<file path="src/rtl/gps_pkg.sv">
// Shared types, constants and elaboration-time helpers for the Gaussian point smoother.
// Holds the point and MAC command types and the coefficient table generator.
// No dependencies.
package gps_pkg;

  localparam int DEF_MAX_WIDTH = 8;
  localparam int DEF_COEF_BITS = 18;
  localparam int COORD_BITS    = 32;
  localparam int WIDTH_BITS    = 4;
  localparam logic [WIDTH_BITS-1:0] WIDTH_RESET = 4'd4;
  localparam int SERIES_TERMS  = 12;
  localparam logic [63:0] Q30_ONE = 64'd1 << 30;

  typedef logic signed [COORD_BITS-1:0] coord_t;

  // One stored point; x sits in the lowest bits, matching the stream packing.
  typedef struct packed {
    coord_t t;
    coord_t y;
    coord_t x;
  } point_t;

  typedef struct packed {
    logic acc_clear;
    logic tap_valid;
  } mac_cmd_t;

  // Restoring long division, used only while building constant tables.
  function automatic logic [63:0] udiv64(input logic [63:0] num, input logic [63:0] den);
    logic [63:0] quo;
    logic [63:0] rem;
    quo = '0;
    rem = '0;
    for (int i = 63; i >= 0; i--) begin
      rem = {rem[62:0], num[i]};
      if (rem >= den) begin
        rem = rem - den;
        quo[i] = 1'b1;
      end
    end
    return quo;
  endfunction

  // exp(-num/den) in Q2.30: series for exp(-x/4), then squared twice.
  function automatic logic [63:0] exp_neg(input logic [63:0] num, input logic [63:0] den);
    logic [63:0] term;
    logic [63:0] sum;
    term = Q30_ONE;
    sum  = Q30_ONE;
    for (int n = 1; n <= SERIES_TERMS; n++) begin
      term = udiv64(term * num, (den * 64'(n)) << 2);
      if ((n % 2) == 1) sum = sum - term;
      else sum = sum + term;
    end
    sum = (sum * sum + (Q30_ONE >> 1)) >> 30;
    sum = (sum * sum + (Q30_ONE >> 1)) >> 30;
    return sum;
  endfunction

  // Normalized tap weight j of a window with half-width w, cb fraction bits.
  function automatic logic [63:0] coef_calc(input int w, input int j, input int cb);
    logic [63:0] total;
    logic [63:0] raw_j;
    logic [63:0] raw;
    total = '0;
    raw_j = '0;
    if (w == 0) return (j == 0) ? (64'd1 << cb) : 64'd0;
    if (j > w) return 64'd0;
    for (int k = 0; k <= w; k++) begin
      raw = exp_neg(64'(3 * k * k), 64'(w * w));
      if (k == j) raw_j = raw;
      total = total + ((k == 0) ? raw : (raw << 1));
    end
    return udiv64((raw_j << cb) + (total >> 1), total);
  endfunction

endpackage

</file>
<file path="src/rtl/gps_ring_ram.sv">
// Point ring buffer of the Gaussian point smoother: one write and one registered read port.
// Depends on gps_pkg for the point type.
module gps_ring_ram
  import gps_pkg::*;
#(
  parameter int DEPTH = 2 * DEF_MAX_WIDTH + 1,
  localparam int AW = $clog2(DEPTH)
) (
  input  logic          clk,
  input  logic          wr_en,
  input  logic [AW-1:0] wr_addr,
  input  point_t        wr_data,
  input  logic [AW-1:0] rd_addr,
  output point_t        rd_data
);

  point_t mem_r [DEPTH];
  point_t rd_data_r;

  always_ff @(posedge clk) begin
    if (wr_en) begin
      mem_r[wr_addr] <= wr_data;
    end
    rd_data_r <= mem_r[rd_addr];
  end

  assign rd_data = rd_data_r;

endmodule

</file>
<file path="config.mk">
export PLATFORM = sky130hd
export DESIGN_NAME = gps_ring_ram
export DESIGN_NICKNAME = d
export VERILOG_FILES = /design/src/rtl/gps_pkg.sv /design/src/rtl/gps_ring_ram.sv
export SDC_FILE = /design/constraint.sdc
export NUM_CORES = 1
export LEC_CHECK = 0
export BUFFER_PORTS_ARGS = -buffer_cell sky130_fd_sc_hd__buf_4
export CAP_MARGIN = 25
export CORE_UTILIZATION = 61
export DETAILED_ROUTE_END_ITERATION = 6
export PLACE_DENSITY = 0.89
export SYNTH_ARGS = -nofsm -noshare
export SYNTH_HDL_FRONTEND = slang
export SYNTH_SLANG_ARGS = --single-unit
</file>
<file path="constraint.sdc">
create_clock -name clk -period 10.3 [get_ports clk]
set_input_delay 0.515 -clock clk [delete_from_list [all_inputs] [get_ports clk]]
set_output_delay 0.515 -clock clk [all_outputs]
set_load 0.05 [all_outputs]
</file>
# After elaboration in Yosys (flattened, before gate mapping)
# Memories as Yosys holds them, arrays and structs flattened. A register that Yosys moved wholly into a read port is not among the register bits.
# Index checks and enable logic that the tools add are counted.
# word_totals
reg_bits	0
latch_bits	0
out_inout_bits	96
elab_cells	3
memories	1
inputBits	108
ram_bits	1632
romBits	0
# op_classes
div_mod_pow	0
n_lt_le_gt_ge	0
n_mux	2
shift	0
reduce_logical	0
n_addsub	0
mul	0
n_eq_ne	0
n_bitwise	0
# mem_list
memory	depth	word_bits	read_ports	rd_ports_with_merged_regs	wr	line	source
mem_r	17	96	1	1	1	gps_ring_ram.sv:17	point_t mem_r [DEPTH];
# op_table
cell	count
$mux 1	2

# Depth between registers and ports, before layout
# Gate-level depths: netlist of the first run.
# logic_depth
word_depth	2
mapped_depth	7
mapped_depth_nobuf	3

# Least setup slack after synthesis of the first run
# No wires, ideal clock.
# synth_timing
path_kind	input to register
start	input port wr_en
end	memory mem_r[8][0] (netlist bit), enable pin
setup_time_ns	0.688
path_slack_ns	1.682
t_arrival_ns	7.930
stages	3
t_required_ns	9.612
path_cell_list	nor2b_1 -> nand2_1 -> nor3b_1
# synth_via
elab_chain_len	2
# synth_rtl
element	line	source
start: declaration	gps_ring_ram.sv:10	input logic wr_en,
$mux 1	gps_ring_ram.sv:21	if (wr_en) begin
$mux 1 (not written as such)	gps_ring_ram.sv:22	mem_r[wr_addr] <= wr_data;
end: declaration	gps_ring_ram.sv:17	
# No other way between the ends.

==> results.tsv, run 1 <==
metric	value	unit
CORE AREA	104000	um2
Post-CTS Repair Setup Buffers	0	
peak supply drop	162	uV
Routed WL per cell	37.8	um
fin crit period	3.45	ns
hpwl dp	75900	um
violated checks	DRC	
clk sinks	1728	
largest net degree at the start of global routing	131	
Yosys top cell area share	76.3	%
RSZ-0062 raised after global routing	no	
worst endpoint data arrival time	4.02	ns
area leader, netlist	edfxtp_1	
Worst-Skew Late Latency	0.76	ns
DRT iter0 DRCs	5566	
gate count after technology mapping	2679	
Area contributors post-synth	edfxtp_1, mux4_2, mux4_1	
via count	32300	
Worst EP required	10.87	ns
fin. max-slew vios	0	
status	complete, but fails checks	
Starting Density	61.8	%
Hold Path Class	primary input to register	
number of synthesized flops with an enable pin	1632	
Max FO, Critical Path	96	
Top FF cell, synth	edfxtp_1	
# rows	118	
crit path launch	rd_addr[3]	
Routed WL	169000	um
synthesis-to-finish area growth	12.1	%
f_max	290	MHz
syn nets	2787	
Longest Clk Path Bufs	3	
register area share after synthesis	79.3	%
Placer Congestion	0.750	
GRT Total Usage	31.9	%
global route total overflow	0	
Worst Setup End Kind	register	
drt via density	7.23	
Seq cells post-synth	1728	
Pwr Density	203	nW/um2
Worst Setup Start Kind	primary input	
async set-or-reset flop fraction in the synthesized netlist	0	%
Max H-tree Level	4	
clock root cell	clkbuf_16	
DRC viols	11	
synth warn	0	
initial antenna violation count	15	
vias in the first global route	33700	
Crit Path Class	primary input to register	
fin nets	3059	
final-report hold violation count	0	
DR pass1 iterations	7	
FF-to-FF Start	mem_r[9][27]	
Port Buf Inserts	203	
Max Cap Viol	0	
global-route wire length before repair	239000	um
setup tns final	0	ns
TritonCTS clock tree	yes	
Die Y	326	um
Final period util	33.5	%
count leader, synth	edfxtp_1	
Clock Skew	0.0268	ns
post_cts resized	0	
top cells by instance count after synthesis	edfxtp_1, mux4_2, nor2_1	
Final setup violation count	0	
Num CTS Buffers	159	
total die area	107000	um2
Worst-path clk slew	0.07	ns
headroom to the max-slew limit	23.9	%
Mapped Area	64200	um2
hold slack	0.0647	ns
Worst Max-Slew Pin Slew	1.14	ns
I/O pin count	204	
Die Wd	326	um
layout cells sized above 1	27.0	%
Synth cell types	29	
Pleak	23.3	nW
cts hold-fix bufs	0	
Post-Syn Area per Cell	24.0	um2
Post-DRT Antenna Nets	0	
Hold Startpoint	wr_data[18]	
==> worst max-delay path: stages <==
cell and delay [ns]:
clkbuf_8 0.77, buf_4 0.82, buf_4 0.81, mux4_2 0.59
mux2i_1 0.20, a221oi_1 0.11
==> routing by layer <==
metal  track usage, %  part of all wire (%)  vias to the layer above
li1                 -                     -                    12100
met1             40.7                    32                    16400
met4             15.0                   4.5                       18
met2             51.9                    50                     3213
met3             7.96                    13                      571
met5                0                 0.067                        -
==> worst paths after layout <==
kind	endpoint	slack [ns]	cells past startpoint
worst min register to register	rd_data[68]	0.54	2
worst min-delay path	mem_r[4][18]	0.06	1
worst max-delay path	rd_data[94]	6.85	6
worst max register to register	rd_data[27]	8.54	3
==> layout by cell type, fill, tap and decap left out, types with 9 or more instances in the layout <==
cell / count
clkinv_2: 23
o22ai_1: 96
bufinv_16: 9
buf_4: 251
mux2i_1: 96
clkbuf_8: 25
clkinv_1: 14
clkbuf_16: 163
mux4_2: 308
nor2_1: 98
mux4_1: 76
nor2_4: 13
dfxtp_1: 96
clkbuf_1: 42
edfxtp_1: 1632
a221oi_1: 90
==> cell families (layout without fill, tap and decap cells) <==
kind of cell,Yosys count,count (layout),synth area share [%]
AO/OA/AOI/OAI,192,192,2.30
buffers and inverters,151,555,2.18
multiplexers,480,480,15.4
other,0,8,0
AND/OR/NAND/NOR,128,128,0.807
flip-flops,1728,1728,79.3
==> state kept, by name, indices dropped and copies added, names as in the netlist <==
register / cells
rd_data: 96
mem_r: 1632
==> final cells by class <==
cell class | instances | area [um2]
flip-flops and latches | 1728 | 50900
fillers | 5491 | 31900
multi-input cells | 800 | 12000
clock buffers | 229 | 4570
repair buffers | 261 | 2090
well taps | 1380 | 1730
clock inverters | 64 | 647
diodes | 8 | 20.0
inverters | 1 | 8.76
==> through the flow <==
| step | utilization (%) | instance area (um2) | instances | power [mW] | setup slack (ns) |
|---|---|---|---|---|---|
| floorplan | - | 64200 | 2679 | 8.47 | 1.68 |
| global placement | 64.1 | 66600 | 4164 | 8.70 | 6.34 |
| detailed placement | 64.2 | 66700 | 4166 | 8.74 | 6.23 |
| CTS | 69.2 | 71900 | 4459 | 14.6 | 6.96 |
| global route | 69.3 | 72000 | 4468 | 14.9 | 6.85 |
| finish | 69.3 | 72000 | 4471 | 14.6 | 6.85 |
==> power by group <==
group | total, mW | internal, mW | leakage, nW | switching (mW)
registers | 7.85 | 7.79 | 15.5 | 0.0597
logic | 0.787 | 0.282 | 5.19 | 0.505
clock network | 5.98 | 3.33 | 2.56 | 2.65
total | 14.6 | 11.4 | 23.3 | 3.21
(Power assumes the default switching activity.)
==> inputs of run 2 (changes only) <==
Settings changed: CORE_UTILIZATION 61 to 56, PLACE_DENSITY 0.89 to 0.87.
Clock period 10.3 ns to 3.15 ns, I/O delays scaled along.
==> run 2 against run 1 <==
  * The flow now finishes without violations
  * Total power grew to 3.3 times the previous value
  * Critical path depth is 1 higher
  * Combinational power grew to 3.5 times the previous value
  * Critical endpoint is now rd_data[76]
  * Die area is 8.9% higher
  * Critical path type unchanged
  * First-iteration DRC count is 22% lower
  * Largest cell class unchanged
==> results.tsv, run 2 (synthesis results as in run 1) <==
metric	value	unit	change
synthesis-to-finish area growth	15.0	%	
global-route wire length before repair	229000	um	-4.2%
total die area	116000	um2	+8.9%
RSZ-0062 raised after global routing	no		
Hold Path Class	primary input to register		
Worst Setup End Kind	register		
Worst EP required	3.76	ns	-7.11 ns
hpwl dp	74500	um	-1.7%
Reg2Reg Depth	4		+1
vias in the first global route	33300		-1.1%
GRT Total Usage	27.7	%	-4.2 points
Finished Layout Cells	4706		+5.3%
largest net degree at the start of global routing	97		-26%
Placer Congestion	0.722		-3.8%
Final setup violation count	0		unchanged
Worst Hold Path EP	mem_r[12][27]		
CORE AREA	113000	um2	+8.8%
clock root cell	clkbuf_16		
area of the multi-input gates	12100	um2	+0.30%
Max FO, Critical Path	32		-67%
worst hold stages	4		+3
peak supply drop	549	uV	+240%
Worst-Skew Late Latency	0.76	ns	about the same
Longest Clk Path Bufs	3		unchanged
I/O pin count	204		unchanged
Max H-tree Level	4		unchanged
Inst Count DP	4310		+3.5%
Worst-path clk slew	0.06	ns	about the same
drt via density	6.71		-7.2%
most frequent cells in the layout	edfxtp_1, mux4_2, buf_4		
Pwr Density	648	nW/um2	+220%
cts hold-fix bufs	102		+102
number of fill cells	6579		+20%
Die Wd	341	um	+4.3%
final-report hold violation count	0		unchanged
fin nets	3177		+3.9%
clk sinks	1728		unchanged
headroom to the max-slew limit	42.9	%	+19 points
most flop-heavy register	mem_r		
layout cells sized above 1	26.5	%	-0.48 points
via count	31600		-2.3%
Worst Max-Slew Pin Slew	0.856	ns	-0.286 ns
fin crit period	2.01	ns	
initial antenna violation count	11		-4
Pleak	23.9	nW	+2.9%
Crit Path Class	primary input to register		
worst endpoint data arrival time	2.62	ns	-1.40 ns
Final Worst Setup Slack	1.14	ns	-5.71 ns
Worst Setup Start Kind	primary input		
Die Y	341	um	+4.3%
register area	50900	um2	unchanged
Post-CTS Repair Setup Buffers	0		unchanged
FF-to-FF Start	mem_r[9][32]		
DRC viols	0		-11
Num CTS Buffers	155		-2.5%
Post-DRT Antenna Nets	0		unchanged
# rows	123		+4.2%
Largest register FFs	1632		unchanged
fin. max-slew vios	0		unchanged
global route total overflow	0		unchanged
Starting Density	56.8	%	-5.0 points
Routed WL	159000	um	-6.1%
DR pass1 iterations	6		-1
Final period util	63.8	%	
total power	47.9	mW	+230%
Routed WL per cell	33.7	um	-11%
setup tns final	0	ns	unchanged
TritonCTS clock tree	yes		
flop2flop setup slack	1.23	ns	-7.31 ns
R2R Path End	rd_data[32]		
Port Buf Inserts	203		unchanged
pre-CTS WS	0.924	ns	-5.31 ns
post_cts resized	0		unchanged
Hold Startpoint	wr_addr[4]		
Core Util, Final	65.3	%	-4.0 points
DRT iter0 DRCs	4348		-22%
commonest non-fill, non-tap cell in the layout	edfxtp_1		
Max Cap Viol	0		unchanged
f_max	498	MHz	
status	complete, no violations		
Clock Skew	0.0256	ns	-0.00123 ns
==> run 2: metal layers <==
layer,vias up,wire [um],GRT usage (%)
met2,2448,78900,45.2
met4,14,5890,10.7
met5,-,88,0
met1,16300,56100,37.1
met3,445,17700,5.55
li1,12300,-,-
==> run 2: report_power, final <==
part	switching, mW	internal, mW	leakage (nW)
registers	0.191	25.5	15.5
clock network	8.27	11.2	2.55
logic	1.68	1.04	5.86
total	10.1	37.7	23.9
==> run 2: worst max-delay path by stage <==
stage	endpoint	start	slack [ns]
floorplan	mem_r[7][0]	wr_en	-0.33
global placement	rd_data[81]	rd_addr[2]	1.06
detailed placement	rd_data[7]	rd_addr[2]	0.92
CTS	rd_data[76]	rd_addr[0]	1.17
global route	rd_data[76]	rd_addr[0]	1.05
finish	rd_data[76]	rd_addr[0]	1.14
==> run 2: cell type report <==
class	count	area share, %
timing repair buffer	383	5.00
clock inverter	83	1.27
multi-input combinational	800	16.3
inverter	1	0.0153
antenna	7	0.0237
clock buffer	204	5.82
sequential	1728	69.0
tap	1500	2.54
==> run 2: through the flow <==
step | hold WS, ns | area, um2
floorplan | 0.256 | 64300
global placement | 0.453 | 67500
detailed placement | 0.461 | 67500
CTS | 0.0148 | 73800
global route | 0.0414 | 73800
finish | 0.0568 | 73800
==> run 2: critical path, cell delays in order <==
cell           delay, ns
dlygate4sd3_1       0.56
buf_8               0.30
buf_12              0.31
buf_12              0.25
mux4_2              0.56
o22ai_1             0.27
a221oi_1            0.13
