**src/rtl/gps_pkg.sv**
```systemverilog
// Shared types, constants and elaboration-time helpers for the Gaussian point smoother.
// Holds the point and MAC command types and the coefficient table generator.
// No dependencies.
package gps_pkg;

  localparam int DEF_MAX_WIDTH = 8;
  localparam int DEF_COEF_BITS = 18;
  localparam int COORD_BITS    = 32;
  localparam int WIDTH_BITS    = 4;
  localparam logic [WIDTH_BITS-1:0] WIDTH_RESET = 4'd4;
  localparam int SERIES_TERMS  = 12;
  localparam logic [63:0] Q30_ONE = 64'd1 << 30;

  typedef logic signed [COORD_BITS-1:0] coord_t;

  // One stored point; x sits in the lowest bits, matching the stream packing.
  typedef struct packed {
    coord_t t;
    coord_t y;
    coord_t x;
  } point_t;

  typedef struct packed {
    logic acc_clear;
    logic tap_valid;
  } mac_cmd_t;

  // Restoring long division, used only while building constant tables.
  function automatic logic [63:0] udiv64(input logic [63:0] num, input logic [63:0] den);
    logic [63:0] quo;
    logic [63:0] rem;
    quo = '0;
    rem = '0;
    for (int i = 63; i >= 0; i--) begin
      rem = {rem[62:0], num[i]};
      if (rem >= den) begin
        rem = rem - den;
        quo[i] = 1'b1;
      end
    end
    return quo;
  endfunction

  // exp(-num/den) in Q2.30: series for exp(-x/4), then squared twice.
  function automatic logic [63:0] exp_neg(input logic [63:0] num, input logic [63:0] den);
    logic [63:0] term;
    logic [63:0] sum;
    term = Q30_ONE;
    sum  = Q30_ONE;
    for (int n = 1; n <= SERIES_TERMS; n++) begin
      term = udiv64(term * num, (den * 64'(n)) << 2);
      if ((n % 2) == 1) sum = sum - term;
      else sum = sum + term;
    end
    sum = (sum * sum + (Q30_ONE >> 1)) >> 30;
    sum = (sum * sum + (Q30_ONE >> 1)) >> 30;
    return sum;
  endfunction

  // Normalized tap weight j of a window with half-width w, cb fraction bits.
  function automatic logic [63:0] coef_calc(input int w, input int j, input int cb);
    logic [63:0] total;
    logic [63:0] raw_j;
    logic [63:0] raw;
    total = '0;
    raw_j = '0;
    if (w == 0) return (j == 0) ? (64'd1 << cb) : 64'd0;
    if (j > w) return 64'd0;
    for (int k = 0; k <= w; k++) begin
      raw = exp_neg(64'(3 * k * k), 64'(w * w));
      if (k == j) raw_j = raw;
      total = total + ((k == 0) ? raw : (raw << 1));
    end
    return udiv64((raw_j << cb) + (total >> 1), total);
  endfunction

endpackage

```
**src/rtl/gps_ctrl.sv**
```systemverilog
// Sequencer of the Gaussian point smoother: ring bookkeeping, tap walk, coefficient table,
// width register and output register. Depends on gps_pkg.
module gps_ctrl
  import gps_pkg::*;
#(
  parameter int MAX_WIDTH = DEF_MAX_WIDTH,
  parameter int COEF_BITS = DEF_COEF_BITS,
  localparam int DEPTH  = 2 * MAX_WIDTH + 1,
  localparam int AW     = $clog2(DEPTH),
  localparam int COEF_W = COEF_BITS + 1
) (
  input  logic                  clk,
  input  logic                  rst_n,
  input  logic                  cfg_valid,
  output logic                  cfg_ready,
  input  logic [WIDTH_BITS-1:0] cfg_data,
  input  logic                  in_tvalid,
  output logic                  in_tready,
  input  logic                  in_tlast,
  output logic                  wr_en,
  output logic [AW-1:0]         wr_addr,
  output logic [AW-1:0]         rd_addr,
  output logic [COEF_W-1:0]     coef,
  output mac_cmd_t              mac_cmd,
  input  logic                  mac_busy,
  input  point_t                sat_point,
  output logic                  out_tvalid,
  input  logic                  out_tready,
  output point_t                out_tdata,
  output logic                  out_tlast
);

  localparam int SEEN_SAT = 2 * MAX_WIDTH + 2;
  localparam int SW       = $clog2(SEEN_SAT + 1);
  localparam int PW       = $clog2(MAX_WIDTH + 2);
  localparam int WW       = $clog2(MAX_WIDTH + 1);
  localparam int ROWS     = MAX_WIDTH + 1;
  localparam int TAB_N    = ROWS * ROWS;
  localparam int TIW      = $clog2(TAB_N);
  localparam int TAB_BITS = TAB_N * COEF_W;

  function automatic logic [TAB_BITS-1:0] build_tab();
    logic [TAB_BITS-1:0] tab;
    tab = '0;
    for (int w = 0; w < ROWS; w++) begin
      for (int j = 0; j < ROWS; j++) begin
        tab[(w * ROWS + j) * COEF_W +: COEF_W] = COEF_W'(coef_calc(w, j, COEF_BITS));
      end
    end
    return tab;
  endfunction

  localparam logic [TAB_BITS-1:0] COEF_TAB = build_tab();

  typedef enum logic [2:0] {
    ST_IDLE,
    ST_SETUP,
    ST_TAP,
    ST_DRAIN,
    ST_OUT
  } state_t;

  state_t                state_r, state_nxt;
  logic [WIDTH_BITS-1:0] width_cfg_r, width_cfg_nxt;
  logic [SW-1:0]         seen_r, seen_nxt;
  logic [PW-1:0]         pend_r, pend_nxt;
  logic [AW-1:0]         ne_r, ne_nxt;
  logic [WW-1:0]         cw_r, cw_nxt;
  logic                  flush_r, flush_nxt;
  logic [WW-1:0]         w_r, w_nxt;
  logic signed [WW:0]    tap_j_r, tap_j_nxt;
  logic [AW-1:0]         addr_r, addr_nxt;
  logic                  out_valid_r, out_valid_nxt;
  logic                  out_last_r, out_last_nxt;
  point_t                out_data_r, out_data_nxt;

  logic                  first;
  logic [WW-1:0]         cw_new;
  logic [WW-1:0]         cw_eff;
  logic [PW-1:0]         pend_eff;
  logic [PW-1:0]         pend_inc;
  logic [SW-1:0]         seen_inc;
  logic [AW:0]           slot_sum;
  logic [SW-1:0]         idx;
  logic [SW-1:0]         pm1;
  logic [SW-1:0]         w_min;
  logic [WW-1:0]         w_set;
  logic [AW:0]           start_sum;
  logic [AW-1:0]         start_slot;
  logic [WW-1:0]         j_abs;
  logic [TIW-1:0]        tab_idx;
  logic                  tap_last;
  logic [AW-1:0]         addr_inc;
  logic [AW-1:0]         ne_inc;
  logic                  out_free;
  logic                  flush_done;

  assign cfg_ready  = 1'b1;
  assign in_tready  = (state_r == ST_IDLE);
  assign out_tvalid = out_valid_r;
  assign out_tdata  = out_data_r;
  assign out_tlast  = out_last_r;
  assign out_free   = !out_valid_r || out_tready;
  assign flush_done = flush_r && (pend_r == PW'(1));

  always_comb begin
    // Arrival bookkeeping; a new curve latches its width and starts an empty ring run.
    first    = (seen_r == '0);
    cw_new   = (32'(width_cfg_r) > MAX_WIDTH) ? WW'(MAX_WIDTH) : WW'(width_cfg_r);
    cw_eff   = first ? cw_new : cw_r;
    pend_eff = first ? '0 : pend_r;
    pend_inc = pend_eff + PW'(1);
    seen_inc = (seen_r == SW'(SEEN_SAT)) ? seen_r : seen_r + SW'(1);
    slot_sum = {1'b0, ne_r} + (AW + 1)'(pend_eff);
    wr_addr  = (slot_sum >= (AW + 1)'(DEPTH)) ? AW'(slot_sum - (AW + 1)'(DEPTH))
                                               : AW'(slot_sum);
    wr_en    = in_tvalid && in_tready;

    // Half-width of the point being emitted: limited by both curve ends and the width.
    idx   = seen_r - SW'(pend_r);
    pm1   = SW'(pend_r - PW'(1));
    w_min = (idx < pm1) ? idx : pm1;
    if (SW'(cw_r) < w_min) w_min = SW'(cw_r);
    w_set      = WW'(w_min);
    start_sum  = {1'b0, ne_r} + (AW + 1)'(DEPTH) - (AW + 1)'(w_set);
    start_slot = (start_sum >= (AW + 1)'(DEPTH)) ? AW'(start_sum - (AW + 1)'(DEPTH))
                                                  : AW'(start_sum);

    // Tap walk from -w to +w; the table is symmetric so only |j| is looked up.
    j_abs    = tap_j_r[WW] ? WW'(-tap_j_r) : WW'(tap_j_r);
    tab_idx  = TIW'(32'(w_r) * ROWS + 32'(j_abs));
    coef     = COEF_TAB[tab_idx * COEF_W +: COEF_W];
    tap_last = (tap_j_r == $signed({1'b0, w_r}));
    addr_inc = (addr_r == AW'(DEPTH - 1)) ? '0 : addr_r + AW'(1);
    ne_inc   = (ne_r == AW'(DEPTH - 1)) ? '0 : ne_r + AW'(1);
    rd_addr  = addr_r;
  end

  always_comb begin
    state_nxt     = state_r;
    width_cfg_nxt = width_cfg_r;
    seen_nxt      = seen_r;
    pend_nxt      = pend_r;
    ne_nxt        = ne_r;
    cw_nxt        = cw_r;
    flush_nxt     = flush_r;
    w_nxt         = w_r;
    tap_j_nxt     = tap_j_r;
    addr_nxt      = addr_r;
    out_valid_nxt = out_valid_r;
    out_last_nxt  = out_last_r;
    out_data_nxt  = out_data_r;
    mac_cmd       = '0;

    if (cfg_valid) width_cfg_nxt = cfg_data;
    if (out_valid_r && out_tready) out_valid_nxt = 1'b0;

    unique case (state_r)
      ST_IDLE: begin
        if (in_tvalid) begin
          cw_nxt    = cw_eff;
          pend_nxt  = pend_inc;
          seen_nxt  = seen_inc;
          flush_nxt = in_tlast;
          if (in_tlast || (32'(pend_inc) > 32'(cw_eff))) state_nxt = ST_SETUP;
        end
      end
      ST_SETUP: begin
        w_nxt             = w_set;
        tap_j_nxt         = -$signed({1'b0, w_set});
        addr_nxt          = start_slot;
        mac_cmd.acc_clear = 1'b1;
        state_nxt         = ST_TAP;
      end
      ST_TAP: begin
        mac_cmd.tap_valid = 1'b1;
        addr_nxt          = addr_inc;
        tap_j_nxt         = tap_j_r + $signed((WW + 1)'(1));
        if (tap_last) state_nxt = ST_DRAIN;
      end
      ST_DRAIN: begin
        if (!mac_busy) state_nxt = ST_OUT;
      end
      ST_OUT: begin
        if (out_free) begin
          out_valid_nxt = 1'b1;
          out_data_nxt  = sat_point;
          out_last_nxt  = flush_done;
          pend_nxt      = pend_r - PW'(1);
          ne_nxt        = ne_inc;
          if (!flush_r) begin
            state_nxt = ST_IDLE;
          end else if (flush_done) begin
            state_nxt = ST_IDLE;
            seen_nxt  = '0;
            ne_nxt    = '0;
          end else begin
            state_nxt = ST_SETUP;
          end
        end
      end
      default: state_nxt = ST_IDLE;
    endcase
  end

  always_ff @(posedge clk) begin
    if (!rst_n) begin
      state_r     <= ST_IDLE;
      width_cfg_r <= WIDTH_RESET;
      seen_r      <= '0;
      pend_r      <= '0;
      ne_r        <= '0;
      cw_r        <= '0;
      flush_r     <= 1'b0;
      out_valid_r <= 1'b0;
      out_last_r  <= 1'b0;
    end else begin
      state_r     <= state_nxt;
      width_cfg_r <= width_cfg_nxt;
      seen_r      <= seen_nxt;
      pend_r      <= pend_nxt;
      ne_r        <= ne_nxt;
      cw_r        <= cw_nxt;
      flush_r     <= flush_nxt;
      out_valid_r <= out_valid_nxt;
      out_last_r  <= out_last_nxt;
    end
    w_r        <= w_nxt;
    tap_j_r    <= tap_j_nxt;
    addr_r     <= addr_nxt;
    out_data_r <= out_data_nxt;
  end

  a_pend_bound: assert property (@(posedge clk) disable iff (!rst_n)
    32'(pend_r) <= MAX_WIDTH + 1)
    else $error("pending point count exceeds the window");

  a_last_flush: assert property (@(posedge clk) disable iff (!rst_n)
    (in_tvalid && in_tready && in_tlast) |=> (state_r == ST_SETUP))
    else $error("final point did not start a flush");

  a_curve_end: assert property (@(posedge clk) disable iff (!rst_n)
    (state_r == ST_OUT && out_free && flush_done) |=> (seen_r == '0 && ne_r == '0))
    else $error("curve state not cleared after final result");

  a_idle_quiet: assert property (@(posedge clk) disable iff (!rst_n)
    (state_r == ST_IDLE) |-> !mac_busy)
    else $error("MAC pipeline busy while idle");

  a_tap_range: assert property (@(posedge clk) disable iff (!rst_n)
    (state_r == ST_TAP) |-> (tap_j_r <= $signed({1'b0, w_r})))
    else $error("tap index ran past the window");

endmodule

```
**config.mk**
```make
export PLATFORM = sky130hd
export DESIGN_NAME = gps_ctrl
export DESIGN_NICKNAME = d
export VERILOG_FILES = /design/src/rtl/gps_pkg.sv /design/src/rtl/gps_ctrl.sv
export SDC_FILE = /design/constraint.sdc
export NUM_CORES = 1
export LEC_CHECK = 0
export BUFFER_PORTS_ARGS = -buffer_cell sky130_fd_sc_hd__buf_2
export CORE_UTILIZATION = 45
export CTS_CLUSTER_SIZE = 25
export DETAILED_ROUTE_END_ITERATION = 10
export PLACE_DENSITY_LB_ADDON = 0.25
export SYNTH_ARGS = -nofsm -noshare
export SYNTH_HDL_FRONTEND = slang
export SYNTH_SLANG_ARGS = --single-unit
export TNS_END_PERCENT = 10
```
**constraint.sdc**
```tcl
create_clock -name clk -period 6.4 [get_ports clk]
set_input_delay 0.32 -clock clk [delete_from_list [all_inputs] [get_ports clk]]
set_output_delay 0.32 -clock clk [all_outputs]
set_load 0.05 [all_outputs]
```
== Word level (Yosys, flattened, before mapping) ==
Index checks and enable logic that the tools add are counted.

* Multiply operators: 2
* Shifts and indexed selects: 1
* Add/subtract/negate cells: 16
* Bitwise gates (word level): 0
* Equality and inequality tests: 17
* Divide/modulo/power cells: 0
* Muxes and demuxes: 36
* Magnitude comparators: 6
* Reductions and logical operators: 15

{| class="wikitable"
|+ Operators by type and width
! kind !! count
|-
| $shiftx A1539 B13 Y19 const A || 1
|-
| $mux W5 || 12
|-
| $pmux W5 S2 || 3
|-
| $mux W4 || 7
|-
| $add A5 B1 Y5 const B || 3
|-
| $eq A5 B5 Y1 const B || 3
|-
| $mux W3 || 5
|-
| $pmux W3 S5 || 1
|-
| $ne A2 B2 Y1 const B || 7
|-
| $ge A6 B5 Y1 const B || 2
|-
| $mul A7 B5 Y12 const B || 1
|-
| $sub A5 B5 Y5 const B || 2
|-
| $pmux W4 S2 || 1
|-
| $add A7 B4 Y7 || 1
|-
| $mul A4 B4 Y7 const B || 1
|-
| $mux W1 || 7
|-
| $add A5 B4 Y6 || 1
|-
| $add A5 B5 Y6 const B || 1
|-
| $eq A3 B2 Y1 const B || 2
|-
| $reduce_and A6 Y1 || 1
|-
| $sub A6 B4 Y6 || 1
|-
| $add A5 B2 Y5 const B || 1
|-
| $eq A5 B5 Y1 || 1
|-
| $logic_not A5 Y1 || 1
|-
| other kinds (22) || 27
|}

* Memory bits (writable): 0
* Latch bits: 0
* Flip-flop bits (word level): 138
* Bits of input ports: 107
* Bits in read-only memories: 0
* Memories: 0

== Logic depth before layout (Yosys ltp) ==
* Word-level depth: 9
* Depth in mapped cells: 35

== Worst setup path after synthesis ==
No wires, ideal clock.

* Path type: reg-to-reg
* From: reg seen_r[0]
* To: reg addr_r[3], in the netlist rd_addr[3] (data pin)
* Arrival time: 5.970 ns
* Required time: 6.107 ns
* Path slack: 0.136 ns
* Stages on the path, launching flop included: 34
* Library setup time: 0.293 ns
* Cell sequence: dfxtp_1 -> inv_1 -> ha_1 -> inv_1 -> fa_1 -> a21o_1 -> a21oi_1 -> xnor2_1 -> inv_1 -> ha_1 -> a21o_1 -> or2_2 -> clkbuf_1 -> a21oi_1 -> inv_1 -> ha_1 -> o41a_1 -> a21oi_1 -> a211oi_2 -> o21a_4 -> mux2_2 -> ha_1 -> inv_1 -> ha_1 -> inv_1 -> fa_1 -> xor2_1 -> nand3_1 -> o21ai_0 -> nand2_1 -> nand4_1 -> xor2_1 -> nor2_1 -> a21oi_1

* Cells in the longest elaborated chain, start to end: 9
* Elaborated cells between the ends (all ways): 10
* Classes of those cells: add/sub (3); order compare (3); mux (4)

{| class="wikitable"
|+ RTL lines
! what !! RTL line !! RTL
|-
| from (decl) || gps_ctrl.sv:65 || <nowiki>logic [SW-1:0] seen_r, seen_nxt;</nowiki>
|-
| from (signal assigned) || gps_ctrl.sv:220 || <nowiki>seen_r <= seen_nxt;</nowiki>
|-
| $sub A5 B4 Y5 (*) || gps_ctrl.sv:120 || <nowiki>idx = seen_r - SW'(pend_r);</nowiki>
|-
| $lt A5 B5 Y1 || gps_ctrl.sv:122 || <nowiki>w_min = (idx < pm1) ? idx : pm1;</nowiki>
|-
| $mux W5 (*) || gps_ctrl.sv:122 ||
|-
| $lt A4 B5 Y1 || gps_ctrl.sv:123 || <nowiki>if (SW'(cw_r) < w_min) w_min = SW'(cw_r);</nowiki>
|-
| $mux W4 (*) || gps_ctrl.sv:123 ||
|-
| via w_min[1] || gps_ctrl.sv:86 || <nowiki>logic [SW-1:0] w_min;</nowiki>
|-
| $sub A6 B4 Y6 (*) || gps_ctrl.sv:125 || <nowiki>start_sum = {1'b0, ne_r} + (AW + 1)'(DEPTH) - (AW + 1)'(w_set);</nowiki>
|-
| $sub A5 B5 Y5 or $ge A6 B5 Y1 (tied branches) || gps_ctrl.sv:126 || <nowiki>start_slot = (start_sum >= (AW + 1)'(DEPTH)) ? AW'(start_sum - (AW + 1)'(DEPTH))</nowiki>
|-
| $mux W5 (*) || gps_ctrl.sv:126 ||
|-
| $pmux W5 S2 (*) || gps_ctrl.sv:158 || <nowiki>unique case (state_r)</nowiki>
|-
| via addr_nxt[3] || gps_ctrl.sv:72 || <nowiki>logic [AW-1:0] addr_r, addr_nxt;</nowiki>
|-
| to (signal assigned) || gps_ctrl.sv:230 || <nowiki>addr_r <= addr_nxt;</nowiki>
|-
| to (decl) || gps_ctrl.sv:72 ||
|}

The timed path passes the listed nets; every way through them passes the cells marked *.
A chain may end at the register's enable or synchronous reset.

== Worst setup path in the final report ==
Ends and elaborated chain as after synthesis.

==> results_dict.tcl <==
set metrics [dict create \
    status "finished clean" \
    yosysUniqueCellTypes 70 \
    hold_path_class "input port to register" \
    synth_edf_count 110 \
    io_pins 239 \
    cts_hold_buf 0 \
    first_iter_violations 610 \
    clock_path_buffers 2 \
    maxSlewViolCount 0 \
    critPathMostFrequentCell "inv_1" \
    totalWireLength_um 21400 \
    ys_ff_latch 138 \
    layout-drive-gt1-share_pct 30.6 \
    die_area_mm2 0.0187 \
    period_minus_slack_ps 6060 \
    grt_pass1_wl_um 32900 \
    fin_crit_sh_pct 94.7 \
    synth_area_mm2 0.00816 \
    critPathCaptureType "register" \
    ant_nets 0 \
    r2r_start "seen_r[0]" \
    clkLatencyLatePin_ps 420 \
    die_x_um 137 \
    path_clk_slew_ps 80 \
    rr_worst_depth 32 \
    cts.sinks 138 \
    cp.arrival_ps 6330 \
    critPathMaxFanout 5 \
    max_freq_ghz 0.165 \
    htree_levels 4 \
    maxCapViolations 0 \
    worstHoldStart "sat_point[70]" \
    cts-root-buf "clkbuf_16" \
    grt_pass1_vias 6371 \
    hold_slack_ps 64.8 \
    critPathRequiredTime_ps 6670 \
    fp-row-count 48 \
    yosysSeqAreaShare_pct 47.4 \
    via_per_inst 5.47 \
    antenna_found_initial 1 \
    die_y_um 137 \
    startpoint_type "register" \
    avgSynthCellArea_um2 10.2 \
    setup_viol 0 \
    wl_per_cell_um 16.9 \
    drc_errors 0 \
    gp_congestion 0.934 \
    portBuffers 237 \
    tightest_slew_ps 1070 \
    critPathKind "register to register" \
    relSlewSlack_pct 28.7 \
    slowest_stage "fa_2" \
    vias 6928 \
    tritoncts "done" \
    first_pass_iters 5 \
    slowest_delay_ps 410 \
    final_nets 1202 \
    whs_endpoint "out_tdata[70]" \
    synth_top_flop_cell "edfxtp_1" \
    num-fill-cells 1554 \
    netlist_instances 799 \
    initial_core_util_pct 46.7 \
    core_mm2 0.0175 \
    synth_fp_nets 973 \
    area_growth_syn_to_layout_pct 26.1 \
    cts_made_buffers 17 \
    synthArstFlopShare_pct 0 \
    finClkSkew_ps 14.6 \
    gr-total-overflow 0 \
    regToRegEndpoint "rd_addr[3]" \
    dp_hpwl_um 15400 \
    grt_usage_pct 23.0 \
    grt_max_degree 83 \
    yosysWarnings 0 \
    hold_viol_final 0 \
    r2r_setup_slack_ps 340 \
    holdPathStages 1 \
]
## cells in the final DEF (no fill, tap or decap), drive strengths merged, types with 5 or more instances in the layout
| cell | count |
|---|---|
| a211oi | 7 |
| a21boi | 5 |
| a21o | 8 |
| a21oi | 61 |
| a22oi | 5 |
| a31oi | 10 |
| and2 | 9 |
| buf | 258 |
| clkbuf | 17 |
| clkinv | 6 |
| dfxtp | 28 |
| edfxtp | 110 |
| ha | 63 |
| inv | 47 |
| mux2i | 16 |
| nand2 | 68 |
| nand2b | 10 |
| nand3 | 26 |
| nand4 | 7 |
| nor2 | 54 |
| nor2b | 15 |
| nor3 | 10 |
| o211a | 6 |
| o211ai | 10 |
| o21ai | 57 |
| o22ai | 6 |
| o31ai | 6 |
| xnor2 | 29 |
| xor2 | 21 |
## through the flow
step	util [%]	setup slack (ps)	instance area (µm²)	TNS, ps	cells
after global placement	55.1	191	9630	0	1233
final	58.8	339	10300	0	1267
after CTS	58.6	37.5	10200	0	1265
after floorplan	-	136	8160	0	799
after global routing	58.8	-38.7	10300	-58.7	1267
after detailed placement	55.1	42.5	9630	0	1233
## registers in the layout (all words and copies together), names as in the netlist, 3 cells and up
name         flops
w_r              4
seen_r           5
ne_r             5
width_cfg_r      4
out_tdata       96
rd_addr          5
pend_r           4
tap_j_r          5
cw_r             4
state_r          3
## how the worst max path moves through the flow
stage | start | end | slack, ps | depth (start not counted)
CTS | seen_r[0] | rd_addr[3] | 40 | 32
detailed placement | seen_r[0] | rd_addr[3] | 40 | 32
global route | seen_r[0] | rd_addr[3] | -40 | 32
finish | seen_r[0] | rd_addr[3] | 340 | 32
floorplan | seen_r[0] | rd_addr[3] | 140 | 33
global placement | seen_r[0] | rd_addr[3] | 190 | 32
## final cells by class
cell class | count | area [µm²] | area share, %
diodes | 1 | 2.50 | 0.0243
multi-input cells | 573 | 4040 | 39.3
well taps | 225 | 282 | 2.74
inverters | 40 | 150 | 1.46
clock inverters | 15 | 176 | 1.72
flip-flops and latches | 138 | 3860 | 37.6
repair buffers | 258 | 1340 | 13.1
clock buffers | 17 | 425 | 4.14
## routing by layer
layer	vias to the layer above	global-route usage, %	part of all wire [%]
li1	3373	-	-
met5	-	0	0
met1	3221	27.7	40
met2	286	39.9	50
met4	0	8.77	2.8
met3	48	5.00	7.5
## cells in the mapped netlist, drive strengths merged, types with 3 or more instances
cell type | n | area [µm²]
edfxtp | 110 | 3300
nand2 | 68 | 255
ha | 63 | 788
a21oi | 61 | 309
o21ai | 57 | 285
nor2 | 54 | 203
clkbuf | 43 | 161
inv | 40 | 150
xnor2 | 29 | 254
dfxtp | 28 | 561
nand3 | 26 | 130
xor2 | 21 | 184
mux2i | 16 | 173
nor2b | 15 | 93.8
a31oi | 10 | 62.6
nand2b | 10 | 62.6
nor3 | 10 | 50.1
o211ai | 10 | 80.1
and2 | 9 | 56.3
a21o | 8 | 60.1
a211oi | 7 | 62.6
nand4 | 7 | 43.8
o211a | 6 | 60.1
o22ai | 6 | 37.5
o31ai | 6 | 45.0
a21boi | 5 | 37.5
a22oi | 5 | 42.5
buf | 5 | 25.0
fa | 4 | 80.1
nand3b | 4 | 30.0
nor3b | 4 | 30.0
o2111ai | 4 | 35.0
o311ai | 4 | 35.0
or3 | 4 | 26.3
mux2 | 3 | 33.8
nor4 | 3 | 18.8
o21a | 3 | 30.0
o21bai | 3 | 22.5
## cell families (layout without fill, tap and decap cells)
| group | Yosys count | in the layout | synth area share (%) |
|---|---|---|---|
| xor gates and xnor gates | 50 | 50 | 5.37 |
| other | 1 | 2 | 0.0460 |
| AOI/OAI and AO/OA | 215 | 215 | 17.0 |
| and+or+nand+nor | 221 | 221 | 12.9 |
| buffers and inverters | 88 | 330 | 4.13 |
| adders and majority gates | 67 | 67 | 10.6 |
| muxes | 19 | 19 | 2.53 |
| DFF | 138 | 138 | 47.4 |
## critical path, delay by kind of cell (launching register included)
kind,cells,cell delay (ps)
XOR/XNOR,3,470
AO/OA/AOI/OAI,10,1700
multiplexers,1,350
flip-flops,1,340
AND/OR/NAND/NOR,5,720
adder cells (fa/ha/maj),7,1930
buffers and inverters,6,380
## repair_timing
action,in CTS,in global routing
gates resized for setup,1,10
pin swaps,0,7
endpoints found under the setup margin,2,4
setup buffers,0,1
Power is left out: the tool's default activity adds up to more than one toggle a clock period on the data nets, which glitch-free logic cannot reach.
